### config.mk
export PLATFORM = sky130hd
export DESIGN_NAME = cau_div_cell
export DESIGN_NICKNAME = d
export VERILOG_FILES = /design/src/hdl/cau_pkg.sv /design/src/hdl/cau_div_cell.sv
export SDC_FILE = /design/constraint.sdc
export NUM_CORES = 1
export LEC_CHECK = 0
export BUFFER_PORTS_ARGS = -buffer_cell sky130_fd_sc_hd__buf_4
export CAP_MARGIN = 20
export CELL_PAD_IN_SITES_DETAIL_PLACEMENT = 1
export CELL_PAD_IN_SITES_GLOBAL_PLACEMENT = 2
export CORE_AREA = 2 2 379 381
export DETAILED_ROUTE_END_ITERATION = 7
export DIE_AREA = 0 0 381 383
export PLACE_DENSITY_LB_ADDON = 0.1
export SYNTH_ARGS = -nofsm -noshare
export SYNTH_HDL_FRONTEND = slang
export SYNTH_SLANG_ARGS = --single-unit
export TNS_END_PERCENT = 20
### constraint.sdc
create_clock -name clk -period 6.4 [get_ports clk]
set_input_delay 0.32 -clock clk [delete_from_list [all_inputs] [get_ports clk]]
set_output_delay 0.32 -clock clk [all_outputs]
set_load 0.02 [all_outputs]
### src/hdl/cau_pkg.sv
package cau_pkg;

  localparam logic [3:0] OP_ADD   = 4'd0;
  localparam logic [3:0] OP_SUB   = 4'd1;
  localparam logic [3:0] OP_MUL   = 4'd2;
  localparam logic [3:0] OP_DIV   = 4'd3;
  localparam logic [3:0] OP_ADDR  = 4'd4;
  localparam logic [3:0] OP_SUBR  = 4'd5;
  localparam logic [3:0] OP_SCALE = 4'd6;
  localparam logic [3:0] OP_DIVR  = 4'd7;
  localparam logic [3:0] OP_CONJ  = 4'd8;
  localparam logic [3:0] OP_EQ    = 4'd9;

  typedef struct packed {
    logic is_div;
    logic dz;
    logic eq;
    logic ovf;
    logic neg_re;
    logic neg_im;
    logic cap_re;
    logic cap_im;
  } ctl_t;

endpackage

### src/hdl/cau_div_cell.sv
module cau_div_cell #(
  parameter int W  = 32,
  parameter int RW = 3 * 32 + 16 + 2
) (
  input  logic                clk,
  input  logic                rst,
  input  logic                adv,
  input  logic                prev_valid,
  input  cau_pkg::ctl_t       prev_ctl,
  input  logic signed [W-1:0] prev_res_re,
  input  logic signed [W-1:0] prev_res_im,
  input  logic [RW-1:0]       prev_den,
  input  logic [RW-1:0]       prev_rem_re,
  input  logic [RW-1:0]       prev_rem_im,
  input  logic [W:0]          prev_q_re,
  input  logic [W:0]          prev_q_im,
  output logic                valid,
  output cau_pkg::ctl_t       ctl,
  output logic signed [W-1:0] res_re,
  output logic signed [W-1:0] res_im,
  output logic [RW-1:0]       den,
  output logic [RW-1:0]       rem_re,
  output logic [RW-1:0]       rem_im,
  output logic [W:0]          q_re,
  output logic [W:0]          q_im
);

  logic          ge_re, ge_im;
  logic [RW-1:0] r_re, r_im;

  assign ge_re = prev_rem_re >= prev_den;
  assign ge_im = prev_rem_im >= prev_den;
  assign r_re  = ge_re ? prev_rem_re - prev_den : prev_rem_re;
  assign r_im  = ge_im ? prev_rem_im - prev_den : prev_rem_im;

  always_ff @(posedge clk) begin
    if (rst) valid <= 1'b0;
    else if (adv) valid <= prev_valid;
  end

  always_ff @(posedge clk) begin
    if (adv) begin
      ctl    <= prev_ctl;
      res_re <= prev_res_re;
      res_im <= prev_res_im;
      den    <= prev_den;
      rem_re <= r_re << 1;
      rem_im <= r_im << 1;
      q_re   <= {prev_q_re[W-1:0], ge_re};
      q_im   <= {prev_q_im[W-1:0], ge_im};
    end
  end

endmodule
Word-level counts from Yosys, hierarchy flattened
Cells that the tools add are included.
{"block": "classes", "add_sub_neg": 2, "order_cmp": 2, "mux": 2}
{"operator": ">= comparator 114 bit", "n": 2}
{"operator": "2-to-1 mux 113 bit", "n": 2}
{"operator": "subtractor 113 bit", "n": 2}
{"block": "word_totals", "regBits": 479, "inputBits": 484, "out_inout_bits": 481}

Logic depth before layout (Yosys ltp)
Gate-level depths: netlist of run 1.
{"block": "logic_depth", "depth_word": 2, "mapped_depth": 18, "mapped_depth_nobuf": 16}

Worst setup path before layout of run 1
OpenSTA, ideal clock, no wires.
{"block": "synth_path", "path_kind": "input to register", "start": "in prev_rem_im[0]", "end": "reg rem_im[103], data pin", "setup_ns": 0.260, "t_arrival_ns": 3.579, "setup_slack_ns": 2.560, "stages": 17, "path_buffers": 2, "path_cell_list": "inv_1 ha_1 inv_1 fa_1 a21o_1 a221o_1 a221oi_4 o2111ai_1 nand3_1 o211ai_2 a211oi_4 o21ba_2 o41ai_1 a21bo_1 buf_6 buf_6 mux2_4"}
{"block": "synth_via", "elab_chain_len": 2, "elab_cells_between_ends": 3, "cone_classes": "1 x add/sub; 1 x order compare; 1 x mux"}
{"element": "start: declaration", "line_no": "cau_div_cell.sv:14", "rtl": "input logic [RW-1:0] prev_rem_im,"}
{"element": "subtractor 113 bit or >= comparator 114 bit (tied branches)", "line_no": "cau_div_cell.sv:34, cau_div_cell.sv:32"}
{"element": "2-to-1 mux 113 bit (*)", "line_no": "cau_div_cell.sv:34", "rtl": "assign r_im = ge_im ? prev_rem_im - prev_den : prev_rem_im;"}
{"element": "net r_im[102]", "line_no": "cau_div_cell.sv:29", "rtl": "logic [RW-1:0] r_re, r_im;"}
{"element": "end signal: assignment", "line_no": "cau_div_cell.sv:48", "rtl": "rem_im <= r_im << 1;"}
{"element": "end: declaration", "line_no": "cau_div_cell.sv:23", "rtl": "output logic [RW-1:0] rem_im,"}
The timed path passes the listed nets; every way through them passes the cells marked *.
A chain may end at the register's enable or synchronous reset.

Worst setup path after layout of run 1
{"block": "layout_path", "start": "in prev_rem_im[0]", "end": "reg rem_im[47], data pin"}
The elaborated chain is that of the path after synthesis.

==> out/results.tsv, run 1 <==
stage	metric	value	unit
outcome	status	completed	
cells_and_area	area_growth	49.5	%
sta	drv_slew	0	
die	start_util	22.3	%
detailed_routing	routed_wl	165000	um
global_routing	busiest_layer	met2	
yosys	synthDistinctLibCells	79	
power	vdd_drop_max	0.175	mV
detailed_routing	firstDrtPassIters	5	
clock_network	clock_latency	0.65	ns
yosys	synthFlopType	edfxtp_1	
cells_and_area	layout-drive-gt1-share	24.7	%
worst_setup_path	r2r-start	valid	
clock_network	post_cts_resized	0	
yosys	synth_cells	3288	
power	finalPower	11.5	mW
clock_network	clock_path_buffers	3	
worst_setup_path	crit_path_start_kind	input pin	
yosys	synth_top_cell_area_share	45.3	%
power	p_leak	19.9	nW
place	port_buffers	960	
worst_setup_path	arrival	5.75	ns
detailed_routing	vias	30600	
global_routing	grt_use_met2	38.7	%
cells_and_area	final_cells	6598	
detailed_routing	ant_nets	0	
worst_setup_path	end_kind	register	
sta	finalCritPeriodShare	83.6	%
die	die_y	383	um
sta	slew_headroom	24.3	%
global_routing	grtUsageTotal	22.0	%
worst_setup_path	rr_worst_depth	3	
sta	setup_violations	0	
worst_hold_path	min_from	prev_rem_im[92]	
global_routing	grt_pass1_vias	32600	
yosys	synthTopCellsByArea	edfxtp_1, ha_1, a21oi_1, nor2_1, xnor2_1	
clock_network	cts.hold.buffers_added	428	
power	powerDensity	244	nW/um2
die	die_w	381	um
global_routing	grt.overflow.total	0	
yosys	yosysWarnings	0	
worst_setup_path	crit_chain	dlygate4sd3_1, buf_4, inv_1, ha_1, inv_1, fa_1, a21o_1, a221o_1, a221oi_4, o2111ai_1, nand3_1, o211ai_2, a211oi_4, o21ba_2, o41ai_1, a21bo_4, buf_12, buf_4, nor2_1, a21oi_1	
detailed_routing	wl_per_cell	25.0	um
yosys	syn-mean-instance-area	9.63	um2
yosys	ys_ff_latch	479	
sta	skew	0	ns
clock_network	h-tree-depth	3	
clock_network	root_buffer	clkbuf_16	
yosys	yosysTopAreaCell	edfxtp_1	
clock_network	clock_sinks	479	
sta	fmax	0.187	GHz
clock_network	cts_setup_buffers	0	
worst_hold_path	hold_depth	3	
sta	rsz0062_at_grt	false	
global_routing	grtUsageMet3	5.02	%
global_routing	grt_pass1_wl	236000	um
clock_network	numCtsBuffers	66	
place	placed_cells	6044	
yosys	synth_edf_count	478	
sta	tns	0	ns
die	core_area	142000	um2
worst_setup_path	cpMaxStageDelayCell	a211oi_4	
global_routing	gr-usage-met1	27.1	%
sta	fin_crit	5.35	ns
cells_and_area	nets	5352	
worst_setup_path	crit_path_max_incr_delay	0.58	ns
clock_network	clk_transition_reported_paths	0.06	ns
worst_setup_path	crit_path_max_fanout	41	
worst_setup_path	reg2reg_slack	5.25	ns
yosys	netlist_area	31700	um2
worst_setup_path	path_class	input pin to register	
worst_setup_path	path_delay_family	compound AO/OA/AOI/OAI gates	
detailed_routing	drc	0	
job	drv_cap	0	
detailed_routing	drt_iter0_markers	1348	
worst_setup_path	worstReg2RegEnd	valid	
yosys	seq_area_frac_synth	45.4	%
worst_setup_path	cp.required	6.80	ns
global_routing	antenna_found_initial	28	
yosys	yosysMostFrequentCell	a21oi_1	
detailed_routing	viasPerCell	4.64	
die	row_count	139	
die	io_pins	965	
clock_network	cts_tree	built	
yosys	yosys-top-cells-count	a21oi_1, edfxtp_1, nor2_1	
die	die-area	146000	um2
sta	tightestPinTransition	1.12	ns
sta	hold_violations	0	
place	dp_hpwl	137000	um
place	gp_congestion	0.873	
worst_setup_path	crit_buf_inv	6	
worst_hold_path	worstHoldPathType	input pin to register	
worst_hold_path	whs_endpoint	rem_im[93]	
yosys	synth_async_sr_flop_share	0	%
global_routing	grt_start_max_net_pins	138	
[cells in the final DEF, fill, tap and decap left out, types with 97 or more instances in the layout]
cell / count
buf_4: 993
a21oi_1: 504
edfxtp_1: 478
dlygate4sd3_1: 428
nor2_1: 358
nand2_1: 240
ha_1: 228
inv_1: 192
o21ai_0: 181
xnor2_1: 118
nand4_1: 102
a21o_1: 97
xor2_1: 97
[flip-flops by register name, summed over array words and instances (netlist names)]
register / count
den: 114
rem_im: 113
rem_re: 113
q_im: 33
q_re: 33
res_im: 32
res_re: 32
ctl: 8
valid: 1
[per-layer routing]
layer  vias to the layer above  share of wire, %
met1                     14900                43
met3                       159               5.6
met2                       733                49
li1                      14800                 -
met4                        26               2.1
met5                         -              0.10
[where the power goes]
part | internal (mW) | switching, mW
clock | 2.11 | 1.52
combinational | 1.55 | 2.35
sequential | 3.89 | 0.112
total | 7.56 | 3.99
[stage by stage]
| stage | cell area, um2 | hold WS (ns) | worst slack [ns] | util [%] |
|---|---|---|---|---|
| after floorplan | 31700 | 0.392 | 2.56 | - |
| after global placement | 41000 | 0.481 | 0.973 | 28.8 |
| after detailed placement | 41000 | 0.483 | 0.945 | 28.8 |
| after CTS | 47300 | 0.00186 | 1.10 | 33.3 |
| after global routing | 47300 | 0.0195 | 0.679 | 33.3 |
| final | 47400 | 0.0492 | 1.05 | 33.3 |
[layout make-up]
class	instances	area [um2]
fillers	16500	94900
multi-input cells	2468	15900
flip-flops and latches	479	14400
diodes	10	25.0
repair buffers	1431	11900
well taps	1903	2380
clock inverters	31	284
clock buffers	84	1760
inverters	192	721
[logic make-up after synthesis]
kind of cell | Yosys count | share of synthesized area [%]
other | 1 | 0.0118
buffers and inverters | 342 | 4.55
XOR/XNOR | 215 | 5.94
adder cells (fa/ha/maj) | 230 | 9.13
flip-flops | 479 | 45.4
multiplexers | 40 | 1.54
AND/OR/NAND/NOR | 929 | 13.5
AO/OA/AOI/OAI | 1052 | 19.9
[tightest hold or removal path, delay by kind of cell]
kind,cells,cell delay [ns]
AO/OA/AOI/OAI,1,0.12
AND/OR/NAND/NOR,1,0.04
buffers and inverters,1,0.09
[how the worst max path moves through the flow]
stage | cells after the start | slack (ns) | start | end
after global routing | 16 | 0.68 | prev_den[18] | rem_re[94]
after CTS | 20 | 1.10 | prev_rem_im[0] | rem_im[44]
after global placement | 19 | 0.97 | prev_rem_im[0] | rem_im[48]
after floorplan | 17 | 2.56 | prev_rem_im[0] | rem_im[103]
after detailed placement | 19 | 0.94 | prev_rem_im[0] | rem_im[47]
final | 20 | 1.05 | prev_rem_im[0] | rem_im[47]
No activity file was read; power rests on OpenSTA's default activity.
==> run 2, diff against run 1 <==
--- a/config.mk
+++ b/config.mk
@@ -9,9 +9,9 @@
 export CAP_MARGIN = 20
 export CELL_PAD_IN_SITES_DETAIL_PLACEMENT = 1
 export CELL_PAD_IN_SITES_GLOBAL_PLACEMENT = 2
-export CORE_AREA = 2 2 379 381
+export CORE_AREA = 2 2 371 373
 export DETAILED_ROUTE_END_ITERATION = 7
-export DIE_AREA = 0 0 381 383
+export DIE_AREA = 0 0 373 375
 export PLACE_DENSITY_LB_ADDON = 0.1
 export SYNTH_ARGS = -nofsm -noshare
 export SYNTH_HDL_FRONTEND = slang
==> constraint.sdc (replaced) <==
create_clock -name clk -period 4.8 [get_ports clk]
set_input_delay 0.24 -clock clk [delete_from_list [all_inputs] [get_ports clk]]
set_output_delay 0.24 -clock clk [all_outputs]
set_load 0.02 [all_outputs]
==> out/results.tsv, run 2 (synthesis gave the netlist of run 1 again) <==
stage	metric	value	unit
global_routing	grt_pass1_wl	236000	um
power	netSwitchingPower	5.41	mW
job	drv_cap	0	
die	io_pins	965	
global_routing	gr-usage-met1	27.2	%
place	port_buffers	960	
detailed_routing	routed_wl	166000	um
worst_setup_path	arrival	5.08	ns
cells_and_area	largest_reg_flops	114	
power	p_leak	20.7	nW
cells_and_area	regMostFlops	den	
cells_and_area	reg.largest.list	den x114, rem_im x113, rem_re x113	
detailed_routing	firstDrtPassIters	5	
die	start_util	23.2	%
sta	fmax	0.214	GHz
place	dp_hpwl	138000	um
sta	fin_crit	4.68	ns
die	die_w	373	um
sta	skew	0	ns
detailed_routing	ant_nets	0	
detailed_routing	wl_per_cell	24.9	um
worst_setup_path	cp.required	5.20	ns
worst_setup_path	crit_path_start_kind	input pin	
global_routing	grt_start_max_net_pins	86	
die	core_area	136000	um2
worst_setup_path	end_kind	register	
power	vdd_drop_max	0.219	mV
power	p_clk_share	32.2	%
worst_hold_path	worstHoldPathType	input pin to register	
clock_network	root_buffer	clkbuf_16	
clock_network	clock_sinks	479	
worst_setup_path	path_class	input pin to register	
power	powerDensity	325	nW/um2
worst_setup_path	reg2reg_slack	3.67	ns
sta	slew_headroom	32.6	%
outcome	status	completed	
power	pwr-share-seq	33.9	%
clock_network	clock_path_buffers	3	
clock_network	h-tree-depth	3	
cells_and_area	layout_common_cells	buf_4, a21oi_1, edfxtp_1, dlygate4sd3_1, nor2_1	
detailed_routing	drt_iter0_markers	1448	
cells_and_area	area_growth	53.6	%
sta	drv_slew	0	
global_routing	grtUsageTotal	22.9	%
cells_and_area	layout-drive-gt1-share	26.4	%
power	pwr-share-comb	33.9	%
detailed_routing	viasPerCell	4.69	
power	p_int	10.4	mW
global_routing	grt_pass1_vias	33000	
global_routing	antenna_found_initial	35	
sta	tns	0	ns
global_routing	grt_use_met2	40.6	%
die	die_y	375	um
clock_network	cts_tree	built	
die	row_count	136	
sta	finalCritPeriodShare	97.5	%
sta	hold_violations	0	
worst_setup_path	crit_path_max_fanout	36	
die	die-area	140000	um2
global_routing	grt.overflow.total	0	
clock_network	numCtsBuffers	67	
global_routing	busiest_layer	met2	
sta	rsz0062_at_grt	false	
sta	setup_violations	0	
global_routing	grtUsageMet3	5.72	%
sta	tightestPinTransition	1.00	ns
place	gp_congestion	0.872	
power	finalPower	15.8	mW
power	p_sw_share	34.2	%
cells_and_area	nets	5503	
clock_network	clock_latency	0.63	ns
cells_and_area	final_common_cell	buf_4	
detailed_routing	vias	31200	
clock_network	clk_transition_reported_paths	0.06	ns
detailed_routing	drc	0	
==> run 2: cell types whose count changed in the layout (fill, tap and decap cells not counted), moves of 3 or more <==
cell and delta:
diode_2 +7, buf_12 +6, bufinv_16 +3, dlygate4sd3_1 +36, buf_4 +109
==> run 2: power by group through the flow <==
stage | sequential, mW | clock [mW] | combinational, mW
detailed placement | 5.45 | 0 | 5.06
finish | 5.37 | 5.09 | 5.36
CTS | 5.38 | 5.26 | 5.42
floorplan | 6.00 | 0 | 2.06
global placement | 5.45 | 0 | 5.05
global route | 5.41 | 5.41 | 5.79
==> run 2: routing by layer <==
metal	vias to the layer above	share of wire [%]
met5	-	0.080
met4	22	2.6
li1	15200	-
met2	785	50
met3	166	6.0
met1	15000	41
==> run 2: worst paths after layout <==
kind,start,to,depth (start not counted)
max,prev_rem_im[0],rem_im[36],21
min,prev_rem_re[24],rem_re[25],3
max reg2reg,valid,valid,3
min reg2reg,valid,valid,3
==> run 2: what timing repair did <==
action | in CTS | in global routing
setup buffers | 0 | 0
resized for setup | 0 | 2
hold buffers | 464 | 0
endpoints found under the hold margin | 463 | 0
endpoints found under the setup margin | 0 | 11
==> run 2: metrics by stage <==
stage	std cells	cell area (um2)	setup WS [ns]	hold WS, ns	utilization (%)
after global routing	6643	48600	0.00263	0.0179	35.7
after detailed placement	6050	41800	0.0441	0.406	30.7
after floorplan	3289	31700	1.04	0.312	-
after CTS	6632	48600	0.177	0.000213	35.7
final	6649	48600	0.122	0.0499	35.7
after global placement	6050	41800	0.0377	0.397	30.7
==> run 2: area by class of cell <==
| type | instances | area, um2 |
|---|---|---|
| Clock buffer | 83 | 1760 |
| Antenna cell | 17 | 42.5 |
| Fill cell | 15600 | 87700 |
| Sequential cell | 479 | 14400 |
| Clock inverter | 35 | 393 |
| Inverter | 192 | 721 |
| Multi-Input combinational cell | 2468 | 15900 |
| Tap cell | 1794 | 2240 |
| Timing Repair Buffer | 1581 | 13200 |
==> run 2: critical path, stage by stage <==
cell and delay (ns):
dlygate4sd3_1 0.53, buf_4 0.14, inv_1 0.05, ha_1 0.16, inv_1 0.06, fa_1 0.41, a21o_1 0.21, a221o_1 0.41
a221oi_4 0.47, o2111ai_2 0.22, nand3_1 0.14, o211ai_2 0.26, a211oi_4 0.36, buf_12 0.16, o21ba_2 0.20, o41ai_1 0.12
a21bo_4 0.26, buf_12 0.16, buf_4 0.25, nor2_1 0.09, a21oi_1 0.05
